==> config.mk <==
export PLATFORM = sky130hd
export DESIGN_NAME = turtle_plotter_bitmap
export DESIGN_NICKNAME = d
export VERILOG_FILES = /design/src/design/tpb_pkg.sv /design/src/design/tpb_ram.sv /design/src/design/tpb_ctrl.sv /design/src/design/tpb_datapath.sv /design/src/design/turtle_plotter_bitmap.sv
export SDC_FILE = /design/constraint.sdc
export NUM_CORES = 1
export LEC_CHECK = 0
export BUFFER_PORTS_ARGS = -buffer_cell sky130_fd_sc_hd__buf_2
export CAP_MARGIN = 0
export CORE_ASPECT_RATIO = 1.1
export CORE_UTILIZATION = 50
export DETAILED_ROUTE_END_ITERATION = 8
export GPL_TIMING_DRIVEN = 1
export PLACE_DENSITY = 0.63
export SLEW_MARGIN = 5
export SYNTH_ARGS = -nofsm -noshare
export SYNTH_HDL_FRONTEND = slang
export SYNTH_SLANG_ARGS = --single-unit
==> constraint.sdc <==
create_clock -name clock -period 10.6 [get_ports clock]
set_input_delay 0 -clock clock [delete_from_list [all_inputs] [get_ports clock]]
set_output_delay 0 -clock clock [all_outputs]
set_load 0.05 [all_outputs]
==> src/design/tpb_pkg.sv <==
// tpb_pkg: shared types and constants of the turtle plotter bitmap block.
// No dependencies; imported by the controller, datapath, top level and checker.
package tpb_pkg;

   // field widths fixed by the interface
   localparam int unsigned CMD_W      = 3;
   localparam int unsigned DIST_W     = 8;
   localparam int unsigned IDX_W      = 5;
   localparam int unsigned BITS_W     = 32;
   localparam int unsigned HEAD_W     = 2;
   localparam int unsigned CSR_IDX_W  = 2;
   localparam int unsigned CSR_DATA_W = 5;
   localparam int unsigned MATH_W     = 10;  // signed position +/- distance

   // command codes
   localparam logic [CMD_W-1:0] CMD_PEN_UP   = 3'd0;
   localparam logic [CMD_W-1:0] CMD_PEN_DOWN = 3'd1;
   localparam logic [CMD_W-1:0] CMD_RIGHT    = 3'd2;
   localparam logic [CMD_W-1:0] CMD_LEFT     = 3'd3;
   localparam logic [CMD_W-1:0] CMD_MOVE     = 3'd4;
   localparam logic [CMD_W-1:0] CMD_DISPLAY  = 3'd5;
   localparam logic [CMD_W-1:0] CMD_END      = 3'd6;

   // headings
   localparam logic [HEAD_W-1:0] HEAD_NORTH = 2'd0;
   localparam logic [HEAD_W-1:0] HEAD_EAST  = 2'd1;
   localparam logic [HEAD_W-1:0] HEAD_SOUTH = 2'd2;
   localparam logic [HEAD_W-1:0] HEAD_WEST  = 2'd3;

   // register indexes
   localparam logic [CSR_IDX_W-1:0] CSR_START_ROW     = 2'd0;
   localparam logic [CSR_IDX_W-1:0] CSR_START_COL     = 2'd1;
   localparam logic [CSR_IDX_W-1:0] CSR_START_HEADING = 2'd2;
   localparam logic [CSR_IDX_W-1:0] CSR_START_PEN     = 2'd3;

   typedef enum logic [2:0] {
      ST_IDLE,
      ST_MARK_RD,
      ST_MARK_WR,
      ST_DISP_RD,
      ST_DISP_OUT
   } tpb_state_type;

   // controller -> datapath
   typedef struct packed {
      logic take_item;
      logic rd_row;
      logic wr_row;
      logic step_row;
      logic load_out;
   } tpb_cmd_type;

   // datapath -> controller
   typedef struct packed {
      logic start_mark;
      logic start_disp;
      logic at_last;
      logic disp_last;
      logic out_free;
   } tpb_status_type;

endpackage

==> src/design/tpb_ram.sv <==
// tpb_ram: generic simple dual-port RAM, one write and one registered read port.
// No dependencies.
module tpb_ram #(
   parameter int unsigned WIDTH = 32,
   parameter int unsigned DEPTH = 32
) (
   input  logic                     clock,
   input  logic                     wr_en,
   input  logic [$clog2(DEPTH)-1:0] wr_addr,
   input  logic [WIDTH-1:0]         wr_data,
   input  logic                     rd_en,
   input  logic [$clog2(DEPTH)-1:0] rd_addr,
   output logic [WIDTH-1:0]         rd_data
);

   logic [WIDTH-1:0] mem_ff [DEPTH];
   logic [WIDTH-1:0] rd_data_ff;

   always_ff @(posedge clock) begin
      if (wr_en) begin
         mem_ff[wr_addr] <= wr_data;
      end
      if (rd_en) begin
         rd_data_ff <= mem_ff[rd_addr];
      end
   end

   assign rd_data = rd_data_ff;

endmodule

==> src/design/tpb_ctrl.sv <==
// tpb_ctrl: sequencer of the turtle plotter; issues row read/write/step commands.
// Depends on tpb_pkg.
module tpb_ctrl (
   input  logic                    clock,
   input  logic                    reset,
   input  logic                    req_valid,
   output logic                    req_ready,
   input  tpb_pkg::tpb_status_type status,
   output tpb_pkg::tpb_cmd_type    cmd
);
   import tpb_pkg::*;

   tpb_state_type state_ff, state_in;

   always_ff @(posedge clock) begin
      if (reset) begin
         state_ff <= ST_IDLE;
      end else begin
         state_ff <= state_in;
      end
   end

   // next state
   always_comb begin
      state_in = state_ff;
      case (state_ff)
         ST_IDLE: begin
            if (req_valid) begin
               if (status.start_mark) begin
                  state_in = ST_MARK_RD;
               end else if (status.start_disp) begin
                  state_in = ST_DISP_RD;
               end
            end
         end
         ST_MARK_RD: begin
            state_in = ST_MARK_WR;
         end
         ST_MARK_WR: begin
            state_in = status.at_last ? ST_IDLE : ST_MARK_RD;
         end
         ST_DISP_RD: begin
            state_in = ST_DISP_OUT;
         end
         ST_DISP_OUT: begin
            if (status.out_free) begin
               state_in = status.disp_last ? ST_IDLE : ST_DISP_RD;
            end
         end
         default: begin
            state_in = ST_IDLE;
         end
      endcase
   end

   // outputs
   always_comb begin
      cmd       = '0;
      req_ready = 1'b0;
      case (state_ff)
         ST_IDLE: begin
            req_ready     = 1'b1;
            cmd.take_item = req_valid;
         end
         ST_MARK_RD: begin
            cmd.rd_row = 1'b1;
         end
         ST_MARK_WR: begin
            cmd.wr_row   = 1'b1;
            cmd.step_row = !status.at_last;
         end
         ST_DISP_RD: begin
            cmd.rd_row = 1'b1;
         end
         ST_DISP_OUT: begin
            cmd.load_out = status.out_free;
            cmd.step_row = status.out_free && !status.disp_last;
         end
         default: begin
            cmd = '0;
         end
      endcase
   end

endmodule

==> src/design/tpb_datapath.sv <==
// tpb_datapath: turtle state, floor RAM with row valid bits, move setup and
// the result word register. Depends on tpb_pkg and tpb_ram.
module tpb_datapath #(
   parameter int unsigned ROWS = 32,
   parameter int unsigned COLS = 32
) (
   input  logic                             clock,
   input  logic                             reset,
   input  logic [tpb_pkg::CMD_W-1:0]        req_command,
   input  logic [tpb_pkg::DIST_W-1:0]       req_distance,
   input  logic                             csr_write_en,
   input  logic [tpb_pkg::CSR_IDX_W-1:0]    csr_index,
   input  logic [tpb_pkg::CSR_DATA_W-1:0]   csr_wdata,
   input  tpb_pkg::tpb_cmd_type             cmd,
   output tpb_pkg::tpb_status_type          status,
   input  logic                             rsp_ready,
   output logic                             rsp_valid,
   output logic [tpb_pkg::IDX_W-1:0]        rsp_row_index,
   output logic [tpb_pkg::BITS_W-1:0]       rsp_row_bits,
   output logic                             rsp_last_row
);
   import tpb_pkg::*;

   localparam int unsigned RW   = $clog2(ROWS);
   localparam int unsigned CW   = $clog2(COLS);
   localparam int unsigned DISP = (ROWS < BITS_W) ? ROWS : BITS_W;
   localparam int unsigned XW   = (COLS > BITS_W) ? COLS : BITS_W;

   function automatic logic [RW-1:0] sat_row(input logic signed [MATH_W-1:0] v);
      logic [RW-1:0] res;
      if (v < 0) begin
         res = '0;
      end else if (v > $signed(MATH_W'(ROWS - 1))) begin
         res = RW'(ROWS - 1);
      end else begin
         res = RW'(v);
      end
      return res;
   endfunction

   function automatic logic [CW-1:0] sat_col(input logic signed [MATH_W-1:0] v);
      logic [CW-1:0] res;
      if (v < 0) begin
         res = '0;
      end else if (v > $signed(MATH_W'(COLS - 1))) begin
         res = CW'(COLS - 1);
      end else begin
         res = CW'(v);
      end
      return res;
   endfunction

   // turtle state
   logic              pen_ff, pen_in;
   logic [HEAD_W-1:0] heading_ff, heading_in;
   logic [RW-1:0]     pos_row_ff, pos_row_in;
   logic [CW-1:0]     pos_col_ff, pos_col_in;
   logic              halted_ff, halted_in;
   // row walk
   logic [RW-1:0]     cnt_ff, cnt_in;
   logic [RW-1:0]     hi_ff, hi_in;
   logic [COLS-1:0]   mask_ff, mask_in;
   logic [ROWS-1:0]   valid_ff, valid_in;
   logic              row_ok_ff, row_ok_in;
   // result word
   logic              rsp_valid_ff, rsp_valid_in;
   logic [IDX_W-1:0]  rsp_idx_ff, rsp_idx_in;
   logic [BITS_W-1:0] rsp_bits_ff, rsp_bits_in;
   logic              rsp_last_ff, rsp_last_in;

   logic [COLS-1:0]   rd_data;
   logic [COLS-1:0]   row_eff;
   logic [XW-1:0]     row_wide;

   logic signed [MATH_W-1:0] r_s, c_s, d_s;
   logic signed [MATH_W-1:0] r_plus, r_minus, c_plus, c_minus;
   logic [CW-1:0]     lo_c, hi_c;
   logic [COLS-1:0]   mask_h;
   logic              is_north, is_south, is_west, is_vert;

   assign r_s     = $signed(MATH_W'(pos_row_ff));
   assign c_s     = $signed(MATH_W'(pos_col_ff));
   assign d_s     = $signed(MATH_W'(req_distance));
   assign r_plus  = r_s + d_s;
   assign r_minus = r_s - d_s;
   assign c_plus  = c_s + d_s;
   assign c_minus = c_s - d_s;

   assign is_north = (heading_ff == HEAD_NORTH);
   assign is_south = (heading_ff == HEAD_SOUTH);
   assign is_west  = (heading_ff == HEAD_WEST);
   assign is_vert  = is_north || is_south;

   // column span of a horizontal stroke, start cell included
   assign lo_c = is_west ? sat_col(c_minus + MATH_W'(1)) : pos_col_ff;
   assign hi_c = is_west ? pos_col_ff : sat_col(c_plus - MATH_W'(1));

   always_comb begin
      for (int i = 0; i < COLS; i++) begin
         mask_h[i] = (i >= int'(lo_c)) && (i <= int'(hi_c));
      end
   end

   // unwritten rows read as blank
   assign row_eff  = row_ok_ff ? rd_data : '0;
   assign row_wide = XW'(row_eff);

   tpb_ram #(
      .WIDTH (COLS),
      .DEPTH (ROWS)
   ) u_tpb_floor (
      .clock   (clock),
      .wr_en   (cmd.wr_row),
      .wr_addr (cnt_ff),
      .wr_data (row_eff | mask_ff),
      .rd_en   (cmd.rd_row),
      .rd_addr (cnt_ff),
      .rd_data (rd_data)
   );

   always_comb begin
      pen_in      = pen_ff;
      heading_in  = heading_ff;
      pos_row_in  = pos_row_ff;
      pos_col_in  = pos_col_ff;
      halted_in   = halted_ff;
      cnt_in      = cnt_ff;
      hi_in       = hi_ff;
      mask_in     = mask_ff;
      valid_in    = valid_ff;
      row_ok_in   = row_ok_ff;

      if (csr_write_en) begin
         case (csr_index)
            CSR_START_ROW: begin
               pos_row_in = (7'(csr_wdata) > 7'(ROWS - 1)) ? RW'(ROWS - 1)
                                                           : RW'(csr_wdata);
            end
            CSR_START_COL: begin
               pos_col_in = (7'(csr_wdata) > 7'(COLS - 1)) ? CW'(COLS - 1)
                                                           : CW'(csr_wdata);
            end
            CSR_START_HEADING: heading_in = csr_wdata[HEAD_W-1:0];
            CSR_START_PEN:     pen_in     = csr_wdata[0];
            default: ;
         endcase
      end

      if (cmd.take_item && !halted_ff) begin
         case (req_command)
            CMD_PEN_UP:   pen_in     = 1'b0;
            CMD_PEN_DOWN: pen_in     = 1'b1;
            CMD_RIGHT:    heading_in = heading_ff + HEAD_W'(1);
            CMD_LEFT:     heading_in = heading_ff + HEAD_W'(3);
            CMD_MOVE: begin
               if (is_north) begin
                  pos_row_in = sat_row(r_minus);
               end else if (is_south) begin
                  pos_row_in = sat_row(r_plus);
               end else if (is_west) begin
                  pos_col_in = sat_col(c_minus);
               end else begin
                  pos_col_in = sat_col(c_plus);
               end
               if (is_vert) begin
                  // one cell per row, walk rows lo..hi
                  cnt_in  = is_north ? sat_row(r_minus + MATH_W'(1)) : pos_row_ff;
                  hi_in   = is_north ? pos_row_ff : sat_row(r_plus - MATH_W'(1));
                  mask_in = COLS'(1) << pos_col_ff;
               end else begin
                  cnt_in  = pos_row_ff;
                  hi_in   = pos_row_ff;
                  mask_in = mask_h;
               end
            end
            CMD_DISPLAY: cnt_in    = '0;
            CMD_END:     halted_in = 1'b1;
            default: ;
         endcase
      end

      if (cmd.rd_row) begin
         row_ok_in = valid_ff[cnt_ff];
      end
      if (cmd.wr_row) begin
         valid_in[cnt_ff] = 1'b1;
      end
      if (cmd.step_row) begin
         cnt_in = cnt_ff + RW'(1);
      end
   end

   always_comb begin
      rsp_valid_in = rsp_valid_ff && !rsp_ready;
      rsp_idx_in   = rsp_idx_ff;
      rsp_bits_in  = rsp_bits_ff;
      rsp_last_in  = rsp_last_ff;
      if (cmd.load_out) begin
         rsp_valid_in = 1'b1;
         rsp_idx_in   = IDX_W'(cnt_ff);
         rsp_bits_in  = row_wide[BITS_W-1:0];
         rsp_last_in  = (cnt_ff == RW'(DISP - 1));
      end
   end

   always_ff @(posedge clock) begin
      if (reset) begin
         pen_ff       <= 1'b0;
         heading_ff   <= HEAD_EAST;
         pos_row_ff   <= '0;
         pos_col_ff   <= '0;
         halted_ff    <= 1'b0;
         valid_ff     <= '0;
         rsp_valid_ff <= 1'b0;
      end else begin
         pen_ff       <= pen_in;
         heading_ff   <= heading_in;
         pos_row_ff   <= pos_row_in;
         pos_col_ff   <= pos_col_in;
         halted_ff    <= halted_in;
         valid_ff     <= valid_in;
         rsp_valid_ff <= rsp_valid_in;
      end
   end

   always_ff @(posedge clock) begin
      cnt_ff      <= cnt_in;
      hi_ff       <= hi_in;
      mask_ff     <= mask_in;
      row_ok_ff   <= row_ok_in;
      rsp_idx_ff  <= rsp_idx_in;
      rsp_bits_ff <= rsp_bits_in;
      rsp_last_ff <= rsp_last_in;
   end

   assign status.start_mark = !halted_ff && (req_command == CMD_MOVE) && pen_ff
                              && (req_distance != '0);
   assign status.start_disp = !halted_ff && (req_command == CMD_DISPLAY);
   assign status.at_last    = (cnt_ff == hi_ff);
   assign status.disp_last  = (cnt_ff == RW'(DISP - 1));
   assign status.out_free   = !rsp_valid_ff || rsp_ready;

   assign rsp_valid     = rsp_valid_ff;
   assign rsp_row_index = rsp_idx_ff;
   assign rsp_row_bits  = rsp_bits_ff;
   assign rsp_last_row  = rsp_last_ff;

endmodule

==> src/design/turtle_plotter_bitmap.sv <==
// turtle_plotter_bitmap: top level of the turtle command interpreter.
// Depends on tpb_pkg, tpb_ctrl, tpb_datapath (and tpb_ram below it).
//
// Usage:
//   req_*  : one command word per handshake (command, distance).
//   rsp_*  : display dump, one word per floor row (index, bits, last flag);
//            rows 0 .. min(ROWS,32)-1 in order, last_row set on the final one.
//   csr_*  : plain write port; a write loads the position, heading or pen
//            state at once. Write only while the block is idle.
// Sequencing:
//   pen up/down, turns, end, unused code, zero-length or pen-up move: taken
//   in the idle state, which stays idle. Drawing move: accepted, then a read
//   state and a write state per touched row (read, then write of one floor
//   row through the RAM's registered read port); one row horizontally, up to
//   ROWS rows vertically. Display: accepted, then a read state and an output
//   state per row; the output state waits while the result register is full.
// Reset: turtle at row 0, column 0, heading east, pen up, not halted; every
//   floor row's valid bit is cleared so the floor reads blank, no clearing pass.
// Stall: the result word sits in an output register; a stalled receiver
//   holds the dump, and a new command is taken as soon as the last row is
//   loaded, even if that row has not yet been taken.
// After an end command every word is accepted and dropped until reset.
module turtle_plotter_bitmap #(
   parameter int unsigned ROWS = 32,
   parameter int unsigned COLS = 32
) (
   input  logic                           clock,
   input  logic                           reset,
   // command channel
   input  logic                           req_valid,
   output logic                           req_ready,
   input  logic [tpb_pkg::CMD_W-1:0]      req_command,
   input  logic [tpb_pkg::DIST_W-1:0]     req_distance,
   // result channel
   output logic                           rsp_valid,
   input  logic                           rsp_ready,
   output logic [tpb_pkg::IDX_W-1:0]      rsp_row_index,
   output logic [tpb_pkg::BITS_W-1:0]     rsp_row_bits,
   output logic                           rsp_last_row,
   // configuration
   input  logic                           csr_write_en,
   input  logic [tpb_pkg::CSR_IDX_W-1:0]  csr_index,
   input  logic [tpb_pkg::CSR_DATA_W-1:0] csr_wdata
);
   import tpb_pkg::*;

   tpb_cmd_type    cmd;
   tpb_status_type status;

   // sequencer: idle / row read-modify-write walk / display walk
   tpb_ctrl u_tpb_ctrl (
      .clock     (clock),
      .reset     (reset),
      .req_valid (req_valid),
      .req_ready (req_ready),
      .status    (status),
      .cmd       (cmd)
   );

   // state, floor memory and result word register
   tpb_datapath #(
      .ROWS (ROWS),
      .COLS (COLS)
   ) u_tpb_datapath (
      .clock         (clock),
      .reset         (reset),
      .req_command   (req_command),
      .req_distance  (req_distance),
      .csr_write_en  (csr_write_en),
      .csr_index     (csr_index),
      .csr_wdata     (csr_wdata),
      .cmd           (cmd),
      .status        (status),
      .rsp_ready     (rsp_ready),
      .rsp_valid     (rsp_valid),
      .rsp_row_index (rsp_row_index),
      .rsp_row_bits  (rsp_row_bits),
      .rsp_last_row  (rsp_last_row)
   );

endmodule

==> results of run 1 <==
==> worst paths after layout <==
kind	from	end	slack [ns]	cells past startpoint
min	csr_write_en	u_tpb_datapath.pos_col_ff[0]	0.09	5
max reg2reg	u_tpb_datapath.pos_col_ff[0]	u_tpb_datapath.mask_ff[23]	5.70	12
max	u_tpb_datapath.pos_col_ff[0]	u_tpb_datapath.mask_ff[23]	5.70	12
min reg2reg	u_tpb_datapath.valid_ff[2]	u_tpb_datapath.valid_ff[2]	0.47	2
==> what timing repair did <==
| item | in CTS | in global routing |
|---|---|---|
| gates resized for setup | 0 | 0 |
| hold buffers | 27 | 0 |
| hold endpoints to repair | 56 | 0 |
==> routing by layer <==
layer	track usage	routed length (um)	vias to the layer above
met4	0.1090	5174	8
met2	0.4304	62460	1217
met3	0.05479	10880	230
met1	0.3727	51720	13605
li1	-	-	10590
met5	0	48	-
==> synthesized netlist by cell type (all sizes together) (19+ instances only) <==
cell,instances,area share
edfxtp,1137,0.72
mux4,264,0.12
nor2,164,0.013
a22oi,140,0.022
clkbuf,83,0.0066
nand2,66,0.0052
a21oi,60,0.0063
dfxtp,50,0.021
o21ai,49,0.0052
buf,44,0.0041
inv,41,0.0032
and2,38,0.0050
or2,37,0.0049
nand4,36,0.0047
ha,34,0.0089
xnor2,23,0.0045
nor2b,22,0.0030
nand3,19,0.0020
==> registers in the layout (all words and copies together), names as in the netlist, 3 cells and up <==
| register | cells |
|---|---|
| u_tpb_datapath.mask_ff | 32 |
| u_tpb_datapath.rsp_row_bits | 32 |
| u_tpb_datapath.u_tpb_floor.rd_data | 32 |
| u_tpb_datapath.hi_ff | 5 |
| u_tpb_datapath.rsp_row_index | 5 |
| u_tpb_datapath.pos_col_ff | 5 |
| u_tpb_datapath.cnt_ff | 5 |
| u_tpb_datapath.pos_row_ff | 5 |
| u_tpb_ctrl.state_ff | 3 |
| u_tpb_datapath.u_tpb_floor.mem_ff | 1024 |
| u_tpb_datapath.valid_ff | 32 |
==> cell families (layout without fill, tap and decap cells) <==
kind of cell | after synthesis | in the layout
buf+inv | 169 | 391
flops | 1187 | 1187
simple gates | 465 | 465
fa+ha+maj | 38 | 38
xor+xnor | 38 | 38
mux | 275 | 275
other cells | 0 | 3
compound gates | 354 | 354
==> power by group <==
| part | leakage [nW] | switching, W | internal (W) | total, W |
|---|---|---|---|---|
| registers | 10.6 | 0.0000249 | 0.00516 | 0.00519 |
| logic | 4.47 | 0.000415 | 0.000265 | 0.000680 |
| clock network | 1.76 | 0.00172 | 0.00227 | 0.00399 |
| total | 16.8 | 0.00216 | 0.00770 | 0.00985 |
==> critical path, delay by kind of cell (launching register included) <==
kind	cells	cell delay [ns]
AOI/OAI and AO/OA	4	0.93
and+or+nand+nor	5	1.86
buffers and inverters	1	0.23
adders and majority gates	2	0.72
DFF	1	0.86
==> layout make-up <==
cell class              count  area [um2]
well taps                1260        1577
diodes                      3       7.507
inverters                  42       157.7
clock inverters            62       614.3
flip-flops and latches   1187       35140
repair buffers            145        1013
multi-input cells        1170       12190
fillers                  7025       40610
clock buffers             142        3032
==> stage by stage <==
stage	cells	power, W	util
floorplan	2526	0.005757	-
global placement	3777	0.005946	0.5280
detailed placement	3777	0.005957	0.5280
CTS	4008	0.009917	0.5695
global route	4008	0.01014	0.5695
finish	4011	0.009855	0.5696
==> impl_metrics.csv, run 1 <==
group,metric,value,unit
run_status,status,"finished, final reports clean",
layout,final_common_cell,"edfxtp_1",
clock_tree,clkTransAtPathRegs,0.06,ns
critical_path,crit_chain,"inv_1 > ha_1 > fa_1 > nand2b_1 > a2111oi_0 > a22oi_1 > nor4_4 > a211oi_4 > nor3_2 > nand2b_1 > nand2b_1 > o22ai_1",
layout,final_cell_mix,"edfxtp_1, mux4_2, a22oi_1, nor2_1, clkbuf_16",
clock_tree,clkLatencyLatePin,0.70,ns
synth,syn_nets,2587,
layout,finalNetCount,2720,
clock_tree,cts_tree,"done",
die,die_x,296.6,um
place,io_buffers,62,
sta,setup-violations-final,0,
critical_path,cp_max_fo,17,
critical_path,critical_path_arrival,5.30,ns
clock_tree,post_cts_buffers,0,
synth,synth_compound_gate_area_share,0.05351,
flow_run,cap_violations,0,
layout,drive_above_1_share,0.2402,
clock_tree,cts_num_sinks,1187,
clock_tree,cts-htree-levels,3,
synth,async_reset_ff_frac,0,
synth,synth_edf_count,1137,
global_route,grt_pass1_wl,182.9,mm
synth,ys_seq_area_frac,0.7364,
sta,worstMarginPinSlew,1.202,ns
sta,rsz0062_at_grt,"no",
sta,setup_ws,5.701,ns
critical_path,worst-setup-path-type,"flop to flop",
synth,synthFlopType,"edfxtp_1",
clock_tree,cts_buffers,113,
sta,hold_viol,0,
synth,synth_xor_area_frac,0.007603,
die,initial_core_util,0.5058,
clock_tree,clockBufferDepth,3,
sta,timing.final.crit_period,4.899,ns
power,vdd_drop_max,0.0001145,V
routing,drc,0,
synth,synth-simple-area-share,0.05071,
critical_path,slowest_stage,"dfxtp_1",
sta,slew_violations,0,
routing,wl_per_cell,32.48,um
layout,area_growth_syn_to_layout,12.60,%
synth,yosysWarnings,0,
synth,synth.distinct_cells,92,
die,dieArea,0.09668,mm2
die,dieHeight,326.0,um
routing,vias,25650,
sta,setup-tns-final,0,ns
synth,synth_top_family_by_area,"multiplexers",
clock_tree,cts_root_buffer,"clkbuf_16",
global_route,grt_max_degree,153,
synth,synthCells,2526,
synth,yosys-mux-area-fraction,0.1271,
synth,ys_seq_elements,1187,
routing,routed_wl,130.3,mm
die,num_rows,118,
power,p_per_area,183.4,mW/mm2
critical_path,cp-start-kind,"flop",
critical_path,cp_data_required_time,11.00,ns
place,dp_hpwl,66.36,mm
power,leakage,16.80,nW
die,core,0.09434,mm2
routing,first_pass_iters,7,
synth,syn-mean-instance-area,18.89,um2
critical_path,slowest_delay,0.86,ns
synth,syn_area,0.04772,mm2
layout,design_area,0.05373,mm2
die,pin_count,63,
place,place_ws,5.806,ns
sta,period_share,0.4622,
sta,hold_ws,0.08615,ns
global_route,overflow,0,
sta,finClkSkew,0.03240,ns
routing,antenna_left,0,
sta,relSlewSlack,0.1965,
worst_hold_path,hp-class,"input pin to flop",
synth,synthAdderAreaFrac,0.01059,
place,postPlaceCellArea,0.04981,mm2
global_route,antenna_found_initial,11,
routing,viasPerCell,6.395,
critical_path,cp-end-kind,"flop",
sta,max_freq,0.2041,GHz
critical_path,cp_common_cell,"nand2b_1",
routing,drt_iter0_drc,3275,
global_route,grt_usage,0.2722,
global_route,first_global_vias,25487,
place,gp_congestion,0.8902,
Power figures use the tool's default switching activity.
==> run 2: changes to the inputs <==
- clock period: 10.6 -> 4.75 ns (I/O delays scaled with it)
==> run 2 against run 1 <==
Against the previous run: global-route usage decreased by 0.65 points; routed wire length decreased by 2.8%; clock skew increased by 0.0033 ns; core utilization increased by 0.28 points; final area increased by 0.50%.
==> impl_metrics.csv, run 2 (synthesis gave the netlist of run 1 again) <==
group,metric,value,unit
critical_path,r2r_start,"u_tpb_datapath.pos_col_ff[0]",
sta,hold_ws,0.05932,ns
worst_hold_path,holdPathStages,5,
worst_hold_path,holdPathEnd,"u_tpb_datapath.pos_col_ff[0]",
routing,vias,25532,
clock_tree,cts_tree,"done",
routing,wl_per_cell,31.44,um
sta,hold_viol,0,
clock_tree,cts_root_buffer,"clkbuf_16",
layout,area_growth_syn_to_layout,13.16,%
die,die_x,296.6,um
clock_tree,cts-htree-levels,3,
sta,finClkSkew,0.03575,ns
sta,relSlewSlack,0.2708,
flow_run,cap_violations,0,
sta,worstMarginPinSlew,1.091,ns
layout,finalNetCount,2735,
global_route,grt_pass1_wl,180.9,mm
global_route,grt_max_degree,122,
sta,timing.final.crit_period,3.951,ns
critical_path,cp_data_required_time,5.18,ns
routing,first_pass_iters,5,
global_route,grt_usage,0.2657,
critical_path,rr_endpoint,"u_tpb_datapath.mask_ff[26]",
routing,routed_wl,126.6,mm
die,core,0.09434,mm2
place,gp_congestion,0.8893,
clock_tree,post_cts_buffers,0,
worst_hold_path,hp-start,"csr_write_en",
routing,viasPerCell,6.339,
worst_hold_path,hp-class,"input pin to flop",
critical_path,critical_path_arrival,4.38,ns
critical_path,cp_max_fo,8,
layout,drive_above_1_share,0.2454,
global_route,first_global_vias,25865,
sta,setup-violations-final,0,
critical_path,reg2reg_depth,12,
die,pin_count,63,
critical_path,slowest_delay,0.57,ns
die,dieArea,0.09668,mm2
routing,drc,0,
clock_tree,clkTransAtPathRegs,0.06,ns
sta,setup-tns-final,0,ns
layout,instances_no_fill,4028,
global_route,antenna_found_initial,5,
layout,final_cell_mix,"edfxtp_1, mux4_2, a22oi_1, nor2_1, clkbuf_16",
layout,largest_reg_flops,1024,
clock_tree,cts_num_sinks,1187,
clock_tree,clkLatencyLatePin,0.69,ns
layout,final_common_cell,"edfxtp_1",
power,p_per_area,409.2,mW/mm2
sta,rsz0062_at_grt,"no",
critical_path,critical-path-top-delay-family,"compound AO/OA/AOI/OAI gates",
layout,postLayoutCoreUtil,0.5724,
die,num_rows,118,
place,dp_hpwl,70.13,mm
sta,period_share,0.8318,
run_status,status,"finished, final reports clean",
place,io_buffers,62,
critical_path,critPathBufInv,1,
clock_tree,cts_buffers,113,
power,vdd_drop_max,0.0002605,V
layout,largest_register,"u_tpb_datapath.u_tpb_floor.mem_ff",
power,leakage,16.93,nW
die,dieHeight,326.0,um
routing,drt_iter0_drc,2822,
die,initial_core_util,0.5058,
critical_path,cp-start-kind,"flop",
place,placedCellCount,3794,
critical_path,slowest_stage,"nor3_2",
global_route,overflow,0,
clock_tree,clockBufferDepth,3,
critical_path,worst-setup-path-type,"flop to flop",
critical_path,r2r_setup_slack,0.80,ns
sta,max_freq,0.2531,GHz
critical_path,cp-end-kind,"flop",
sta,slew_violations,0,
critical_path,crit_chain,"inv_1 > ha_1 > fa_1 > nand2b_1 > a2111oi_0 > a22oi_1 > nor4_4 > a211oi_4 > nor3_2 > a21o_1 > nand2_1 > a32o_1",
routing,antenna_left,0,
-- run 2: routing by layer --
metal,track usage,up-vias,wire [um]
met3,0.04830,235,10160
met2,0.4277,1173,61850
met1,0.3638,13479,50000
met4,0.09771,4,4612
li1,-,10641,-
met5,0,-,22
-- run 2: where the power goes --
| part | switching (W) | leakage [nW] | total, W | internal, W |
|---|---|---|---|---|
| Combinational | 0.000953 | 4.59 | 0.00156 | 0.000607 |
| Clock | 0.00385 | 1.78 | 0.00897 | 0.00512 |
| Sequential | 0.0000462 | 10.6 | 0.0116 | 0.0115 |
-- run 2: layout make-up --
type	instances	area (um2)
fillers	7006	40340
flip-flops and latches	1187	35140
multi-input cells	1170	12190
clock buffers	143	2993
well taps	1260	1577
repair buffers	160	1259
clock inverters	65	683.2
inverters	42	157.7
diodes	1	2.502
-- run 2: per-stage QoR --
stage	worst slack, ns	cell area (um2)	power (W)
floorplan	1.153	47720	0.01285
global placement	0.8894	50070	0.01331
detailed placement	0.8320	50070	0.01332
CTS	0.8125	54000	0.02223
global route	0.5964	54000	0.02272
finish	0.7988	54000	0.02210
-- run 2: worst max path at each step --
stage	slack, ns	cells past startpoint	start	to
floorplan	1.15	9	u_tpb_ctrl.state_ff[2]	u_tpb_datapath.pos_col_ff[0]
global placement	0.89	13	u_tpb_datapath.pos_col_ff[0]	u_tpb_datapath.mask_ff[21]
detailed placement	0.83	13	u_tpb_datapath.pos_col_ff[0]	u_tpb_datapath.mask_ff[21]
CTS	0.81	13	u_tpb_datapath.pos_col_ff[0]	u_tpb_datapath.mask_ff[26]
global route	0.60	13	u_tpb_datapath.pos_col_ff[0]	u_tpb_datapath.mask_ff[23]
finish	0.80	12	u_tpb_datapath.pos_col_ff[0]	u_tpb_datapath.mask_ff[26]
-- run 2: what timing repair did --
action                     4_1_cts  5_1_grt
gates resized for setup          0        0
hold buffers                    25        0
hold endpoints to repair        57        0
setup endpoints to repair        0        0
-- run 2: tightest hold or removal path, stage by stage --
cell and delay (ns):
buf_2 0.11, nand3b_1 0.22, mux2_2 0.20, nand2_1 0.04
a21oi_1 0.12
